--- src/assert_macros.svh ---
// Assertion macros for the RTL of the sorted priority queue.
`ifndef ASSERT_MACROS_SVH
`define ASSERT_MACROS_SVH

// Same-cycle implication, clocked on clk and disabled while rst_n is low.
`define ASSERT_IMPL(label, ante, cons, msg) \
    label: assert property (@(posedge clk) disable iff (!rst_n) (ante) |-> (cons)) \
        else $error(msg);

// Next-cycle implication, clocked on clk and disabled while rst_n is low.
`define ASSERT_NEXT(label, ante, cons, msg) \
    label: assert property (@(posedge clk) disable iff (!rst_n) (ante) |=> (cons)) \
        else $error(msg);

`endif

--- src/spq_pkg.sv ---
// Package with the types and constants of the sorted priority queue.
`default_nettype none

package spq_pkg;

    // Default number of cells in the queue.
    localparam int unsigned DEFAULT_CAPACITY = 16;

    // Operation codes of a request.
    typedef enum logic [0:0] {
        OP_INSERT = 1'b0,
        OP_REMOVE = 1'b1
    } op_t;

    // Status codes of a result.
    typedef enum logic [1:0] {
        ST_INSERTED = 2'd0,
        ST_REMOVED  = 2'd1,
        ST_EMPTY    = 2'd2,
        ST_FULL     = 2'd3
    } status_t;

    // One request transaction.
    typedef struct packed {
        op_t                op;
        logic signed [31:0] item_value;
        logic signed [31:0] item_priority;
    } request_t;

    // One result transaction.
    typedef struct packed {
        status_t            status;
        logic signed [31:0] out_value;
        logic signed [31:0] out_priority;
        logic [4:0]         occupancy;
    } result_t;

    // One stored entry of the queue.
    typedef struct packed {
        logic signed [31:0] value;
        logic signed [31:0] prio;
    } entry_t;

    // Per-cycle commands broadcast to every cell.
    typedef struct packed {
        logic ins_en;
        logic rem_en;
    } cell_ctrl_t;

endpackage

`default_nettype wire

--- src/spq_cell.sv ---
// One cell of the sorted queue: holds an entry and shifts it left or right.
`default_nettype none

module spq_cell
    import spq_pkg::*;
(
    input  wire logic       clk,
    input  wire cell_ctrl_t ctrl,
    input  wire logic       occupied,
    input  wire entry_t     new_entry,
    input  wire entry_t     left_entry,
    input  wire logic       left_take,
    input  wire entry_t     right_entry,
    output entry_t          entry,
    output logic            take
);

    entry_t entry_reg;
    entry_t entry_next;

    // A cell gives way on insert unless it holds an entry that stays ahead of the new one.
    assign take  = !(occupied && (entry_reg.prio <= new_entry.prio));
    assign entry = entry_reg;

    // The first cell that gives way takes the new entry; the ones after it shift right.
    always_comb
    begin
        entry_next = entry_reg;
        if (ctrl.ins_en && take)
        begin
            entry_next = left_take ? left_entry : new_entry;
        end
        else if (ctrl.rem_en)
        begin
            entry_next = right_entry;
        end
    end

    // Entry storage; its contents matter only while the cell is occupied.
    always_ff @(posedge clk)
    begin
        entry_reg <= entry_next;
    end

endmodule

`default_nettype wire

--- src/sorted_priority_queue_top.sv ---
// Top level of the sorted priority queue: a row of cells plus count and result logic.
//
//   Channel   Ports                     Handshake
//   request   start, busy, request      taken on a clock edge with start high, busy low
//   result    done, result              done high for one cycle per transaction
//
// Every cell compares its priority with the incoming one in parallel, so a request
// is taken in every cycle and busy stays low. The result of a transaction is registered
// and appears on the result ports in the cycle after it is taken, where it stays until
// the next transaction is taken. Reset empties the queue at once; the cell contents need
// no clearing. The receiver cannot stall the result channel.
`default_nettype none
`include "assert_macros.svh"

module sorted_priority_queue_top
    import spq_pkg::*;
#(
    parameter int unsigned CAPACITY = DEFAULT_CAPACITY
)
(
    input  wire logic     clk,
    input  wire logic     rst_n,
    input  wire logic     start,
    output logic          busy,
    input  wire request_t request,
    output logic          done,
    output result_t       result
);

    localparam int unsigned CNT_W = $clog2(CAPACITY + 1);
    localparam logic [CNT_W-1:0] CNT_MAX = CNT_W'(CAPACITY);

    logic [CNT_W-1:0] count_reg;
    logic [CNT_W-1:0] count_next;
    logic             done_reg;
    logic             done_next;
    result_t          result_reg;
    result_t          result_next;

    logic       accept;
    logic       is_full;
    logic       is_empty;
    cell_ctrl_t ctrl;
    entry_t     new_entry;
    entry_t     cell_entry [CAPACITY];
    logic       cell_take  [CAPACITY];

    // Request decode.
    assign busy      = 1'b0;
    assign accept    = start && !busy;
    assign is_full   = (count_reg == CNT_MAX);
    assign is_empty  = (count_reg == '0);
    assign ctrl.ins_en = accept && (request.op == OP_INSERT) && !is_full;
    assign ctrl.rem_en = accept && (request.op == OP_REMOVE) && !is_empty;
    assign new_entry.value = request.item_value;
    assign new_entry.prio  = request.item_priority;

    // The row of cells, each linked to its neighbors; the first cell sees the new entry on its left.
    for (genvar i = 0; i < CAPACITY; i++)
    begin : g_cell
        entry_t left_entry;
        logic   left_take;
        entry_t right_entry;

        if (i == 0)
        begin : g_first
            assign left_entry = new_entry;
            assign left_take  = 1'b0;
        end
        else
        begin : g_inner
            assign left_entry = cell_entry[i-1];
            assign left_take  = cell_take[i-1];
        end

        if (i == CAPACITY - 1)
        begin : g_last
            assign right_entry = cell_entry[i];
        end
        else
        begin : g_mid
            assign right_entry = cell_entry[i+1];
        end

        spq_cell u_cell (
            .clk         (clk),
            .ctrl        (ctrl),
            .occupied    (CNT_W'(i) < count_reg),
            .new_entry   (new_entry),
            .left_entry  (left_entry),
            .left_take   (left_take),
            .right_entry (right_entry),
            .entry       (cell_entry[i]),
            .take        (cell_take[i])
        );
    end

    // Entry count update.
    always_comb
    begin
        count_next = count_reg;
        if (ctrl.ins_en)
        begin
            count_next = count_reg + CNT_W'(1);
        end
        else if (ctrl.rem_en)
        begin
            count_next = count_reg - CNT_W'(1);
        end
    end

    // Result of the transaction taken in this cycle.
    always_comb
    begin
        done_next                = accept;
        result_next.out_value    = '0;
        result_next.out_priority = '0;
        result_next.occupancy    = 5'(count_next);
        case (request.op)
            OP_INSERT:
            begin
                result_next.status = is_full ? ST_FULL : ST_INSERTED;
            end
            OP_REMOVE:
            begin
                result_next.status = is_empty ? ST_EMPTY : ST_REMOVED;
                if (!is_empty)
                begin
                    result_next.out_value    = cell_entry[0].value;
                    result_next.out_priority = cell_entry[0].prio;
                end
            end
            default:
            begin
                result_next.status = ST_EMPTY;
            end
        endcase
    end

    // Control registers.
    always_ff @(posedge clk or negedge rst_n)
    begin
        if (!rst_n)
        begin
            count_reg <= '0;
            done_reg  <= 1'b0;
        end
        else
        begin
            count_reg <= count_next;
            done_reg  <= done_next;
        end
    end

    // Result payload register.
    always_ff @(posedge clk)
    begin
        if (accept)
        begin
            result_reg <= result_next;
        end
    end

    assign done   = done_reg;
    assign result = result_reg;

    // Checks on the queue logic.
    `ASSERT_NEXT(a_result_follows, accept, done, "Taken transaction gave no result.")
    `ASSERT_IMPL(a_full_keeps, done && (result.status == ST_FULL), count_reg == CNT_MAX, "Rejected insert changed the queue.")
    `ASSERT_IMPL(a_empty_keeps, done && (result.status == ST_EMPTY), (count_reg == '0) && (result.occupancy == 5'd0), "Remove on empty queue changed the queue.")
    `ASSERT_IMPL(a_head_sorted, count_reg >= CNT_W'(2), cell_entry[0].prio <= cell_entry[1].prio, "Head entries out of order.")

endmodule

`default_nettype wire

--- config.mk ---
export PLATFORM = sky130hd
export DESIGN_NAME = sorted_priority_queue_top
export DESIGN_NICKNAME = d
export VERILOG_FILES = /design/src/spq_pkg.sv /design/src/spq_cell.sv /design/src/sorted_priority_queue_top.sv
export VERILOG_INCLUDE_DIRS = /design/src /design/src/src
export SDC_FILE = /design/constraint.sdc
export NUM_CORES = 2
export LEC_CHECK = 0
export CORE_AREA = 8 8 377 379
export CTS_BUF_LIST = sky130_fd_sc_hd__clkbuf_4
export DETAILED_ROUTE_END_ITERATION = 16
export DIE_AREA = 0 0 385 387
export DONT_BUFFER_PORTS = 1
export GPL_TIMING_DRIVEN = 1
export SLEW_MARGIN = 25
export SYNTH_ARGS = -nofsm -noshare
export SYNTH_HDL_FRONTEND = slang
export SYNTH_SLANG_ARGS = --single-unit
--- constraint.sdc ---
create_clock -name clk -period 9.8 [get_ports clk]
set_input_delay 0.98 -clock clk [delete_from_list [all_inputs] [get_ports clk]]
set_output_delay 0.98 -clock clk [all_outputs]
set_load 0.02 [all_outputs]
==> run_summary.xml <==
<?xml version="1.0" encoding="UTF-8"?>
<metrics>
  <group name="outcome">
    <metric name="run_status" unit="">complete, no violations</metric>
  </group>
  <group name="synthesis">
    <metric name="ys_dominant_reg_cell" unit="">edfxtp_1</metric>
    <metric name="synth.ff_latch_count" unit="">1101</metric>
    <metric name="synth_area_per_cell" unit="um2">11.37</metric>
    <metric name="synth_top_cell_by_area" unit="">edfxtp_1</metric>
    <metric name="postSynthNetCount" unit="">6530</metric>
    <metric name="synth.distinct_cells" unit="">73</metric>
    <metric name="synth_top_cell_area_share" unit="%">48.63</metric>
    <metric name="netlist_instances" unit="">5947</metric>
    <metric name="number_of_enable_type_register_cells_in_the_synthesized_netlist" unit="">1095</metric>
    <metric name="syn-cell-area" unit="um2">67620</metric>
    <metric name="post_synth_main_area_contributors" unit="">edfxtp_1, mux2_2, ha_1, mux2i_1, a21oi_1</metric>
    <metric name="ys_warn_count" unit="">0</metric>
    <metric name="ys_seq_area_share" unit="%">48.85</metric>
    <metric name="synthArstFlopShare" unit="%">0.5450</metric>
  </group>
  <group name="power_and_ir_drop">
    <metric name="totalPowerFinal" unit="uW">23010</metric>
    <metric name="power_leakage" unit="uW">0.02899</metric>
    <metric name="p_per_area" unit="nW/um2">311.3</metric>
    <metric name="peakVddDrop" unit="mV">0.2987</metric>
  </group>
  <group name="sta">
    <metric name="clock-skew-final" unit="ns">0.08362</metric>
    <metric name="finalSetupViolCount" unit="">0</metric>
    <metric name="tightestPinTransition" unit="ns">1.171</metric>
    <metric name="max-slew-margin-rel" unit="%">21.23</metric>
    <metric name="post-route-min-period" unit="ns">6.067</metric>
    <metric name="slew_viol_final" unit="">0</metric>
    <metric name="period_share" unit="%">61.91</metric>
    <metric name="final_critical_path_setup_slack" unit="ns">3.733</metric>
    <metric name="finalSetupTns" unit="ns">0</metric>
    <metric name="clock.fmax" unit="GHz">0.1648</metric>
    <metric name="finalHoldViolCount" unit="">0</metric>
    <metric name="setup_repair_after_global_routing_missed_its_margin" unit="">no</metric>
  </group>
  <group name="worst_setup_path">
    <metric name="critPathCaptureType" unit="">flop</metric>
    <metric name="start_kind" unit="">flop</metric>
    <metric name="critical_path_class" unit="">reg2reg</metric>
    <metric name="worst-path-max-fanout" unit="">39</metric>
    <metric name="worst_ep_required_time" unit="ns">10.67</metric>
    <metric name="arrival" unit="ns">6.93</metric>
    <metric name="r2r_slack" unit="ns">3.73</metric>
  </group>
  <group name="clock_network">
    <metric name="clock_tree.htree_level_count" unit="">5</metric>
    <metric name="cts_root_buf" unit="">clkbuf_4</metric>
    <metric name="clk-insertion-delay-late" unit="ns">1.32</metric>
    <metric name="cts-root-to-sink-buffers" unit="">4</metric>
    <metric name="path_clk_slew" unit="ns">0.07</metric>
    <metric name="cts_tree" unit="">built</metric>
    <metric name="cts_inserted_buffers" unit="">330</metric>
    <metric name="clkSinkCount" unit="">1101</metric>
  </group>
  <group name="floorplan">
    <metric name="number_of_ports_placed_on_the_die_boundary" unit="">141</metric>
    <metric name="floorplan.core_area" unit="um2">136300</metric>
    <metric name="floorplan.die_area" unit="um2">149000</metric>
    <metric name="floorplan.die.height" unit="um">387</metric>
    <metric name="floorplan.die.width" unit="um">385</metric>
    <metric name="rows" unit="">136</metric>
    <metric name="initial_utilization" unit="%">49.61</metric>
  </group>
  <group name="grt">
    <metric name="global_route.usage.total" unit="%">31.32</metric>
    <metric name="grt_antenna_before_repair" unit="">10</metric>
    <metric name="first_global_vias" unit="">51370</metric>
    <metric name="grt-ovfl-total" unit="">0</metric>
    <metric name="grt_start_max_net_pins" unit="">109</metric>
    <metric name="global_route_wire_length_before_repair" unit="mm">350.3</metric>
  </group>
  <group name="routing">
    <metric name="detail_route.iter0.violations" unit="">5276</metric>
    <metric name="vias_per_cell" unit="">6.500</metric>
    <metric name="drtAntennaViolNets" unit="">0</metric>
    <metric name="first_pass_iteration_count_of_the_detailed_router" unit="">6</metric>
    <metric name="via_count" unit="">52110</metric>
    <metric name="drc_errors" unit="">0</metric>
    <metric name="drt_wl_total" unit="mm">239.2</metric>
    <metric name="detail_route.wl_per_cell" unit="um">29.84</metric>
  </group>
  <group name="job">
    <metric name="drv_cap" unit="">0</metric>
  </group>
  <group name="finish">
    <metric name="layoutNonFillerInstCount" unit="">8017</metric>
    <metric name="mostFrequentLayoutCells" unit="">edfxtp_1, mux2_2, ha_1, a21oi_1, clkbuf_4</metric>
    <metric name="stdcell_area" unit="um2">73910</metric>
    <metric name="nFillCells" unit="">11810</metric>
    <metric name="design.final.nets" unit="">6601</metric>
    <metric name="largest_register_ffs" unit="">1024</metric>
    <metric name="layout_commonest_cell" unit="">edfxtp_1</metric>
    <metric name="layout-area-overhead-vs-synth" unit="%">9.308</metric>
    <metric name="drive_gt1_share" unit="%">20.79</metric>
  </group>
  <group name="placement">
    <metric name="port_buffers" unit="">0</metric>
    <metric name="place_worst_setup_slack" unit="ns">2.712</metric>
    <metric name="place.gp.congestion" unit="">0.9445</metric>
    <metric name="placed_area" unit="um2">69280</metric>
    <metric name="dp.final_hpwl" unit="mm">150.8</metric>
    <metric name="dp_cells" unit="">7407</metric>
  </group>
  <group name="hold_path">
    <metric name="min_path_type" unit="">in2reg</metric>
  </group>
</metrics>
==> per-layer routing <==
metal  track usage, %  vias to the layer above  share of wire, %
li1                 -                    23030                 -
met1            41.19                    25860                41
met2            49.46                     2665                46
met3            6.697                      546               8.8
met4            14.51                       10               4.8
met5                0                        -             0.024
==> logic make-up (layout without fill, tap and decap cells) <==
logic type | after synthesis | after routing | synth area share [%]
compound gates | 1297 | 1297 | 11.47
xor+xnor | 5 | 5 | 0.06476
fa+ha+maj | 515 | 515 | 9.530
buf+inv | 518 | 785 | 3.333
flops | 1101 | 1101 | 48.85
mux | 1026 | 1026 | 16.36
other cells | 1 | 10 | 0.005546
simple gates | 1484 | 1484 | 10.39
==> cell usage after synthesis (13+ instances only) <==
cell	n
edfxtp_1	1095
inv_1	77
a31oi_1	196
ha_1	515
buf_6	17
a221oi_1	13
and2_1	66
o211ai_1	81
a21o_1	37
mux2_2	626
o31a_1	67
buf_2	100
o21ai_1	31
nor3_1	18
and3_1	67
buf_1	19
a211oi_1	17
a21oi_1	503
a21boi_0	37
clkbuf_1	290
nand4_1	165
nor4_1	21
nor2_1	376
nand2b_1	82
nand3_1	170
mux2i_1	394
buf_4	15
nor2b_1	23
nand2_1	455
o21ai_0	246
==> final timing paths <==
| kind | startpoint | cells after the start | endpoint |
|---|---|---|---|
| worst max-delay path | g_cell[0].u_cell.entry[31] | 9 | g_cell[0].u_cell.entry[30] |
| worst min-delay path | request[32] | 2 | g_cell[3].u_cell.entry[32] |
| worst max register to register | g_cell[0].u_cell.entry[31] | 9 | g_cell[0].u_cell.entry[30] |
| worst min register to register | g_cell[15].u_cell.entry[58] | 1 | g_cell[14].u_cell.entry[58] |
| max in group asynchronous | rst_n | 2 | count_reg[0] |
| min in group asynchronous | rst_n | 2 | count_reg[3] |
==> metrics by stage <==
| stage | hold WS, ns | utilization [%] |
|---|---|---|
| 6_report | 0.1484 | 54.23 |
| 5_1_grt | 0.09291 | 54.22 |
| 4_1_cts | 0.01590 | 54.15 |
| 3_5_place_dp | 0.5316 | 50.83 |
| 3_3_place_gp | 0.5254 | 50.79 |
| 2_1_floorplan | 0.5137 | - |
==> repair_timing <==
action | in CTS | in global routing
buffers inserted | 0 | 0
gates resized for setup | 0 | 0
hold buffers | 70 | 0
hold endpoints to repair | 1071 | 0
==> where the power goes <==
group | internal (uW) | total, uW | switching [uW]
sequential | 7430 | 8580 | 1140
combinational | 3820 | 10100 | 6290
clock | 2230 | 4320 | 2090
==> worst max-delay path, cell delays in order, from the launching register on <==
cell and delay, ns:
edfxtp_1 0.49, ha_1 0.36, nand3_1 0.14, or3_1 0.54
nor4_1 0.87, o21ai_0 0.67, a21oi_4 0.39, nand2_4 0.46
nand2_4 0.68, buf_4 0.79
==> cell type report <==
type | count | area, um2 | share of cell area [%]
Inverter | 77 | 289.0 | 0.3911
Timing Repair Buffer | 180 | 1667 | 2.255
Sequential cell | 1101 | 33030 | 44.69
Tap cell | 1794 | 2245 | 3.037
Multi-Input combinational cell | 4328 | 32840 | 44.44
Antenna cell | 9 | 22.52 | 0.03047
Clock buffer | 472 | 3543 | 4.794
Clock inverter | 56 | 269.0 | 0.3640
Note: power is estimated with default switching activity, not from simulation.
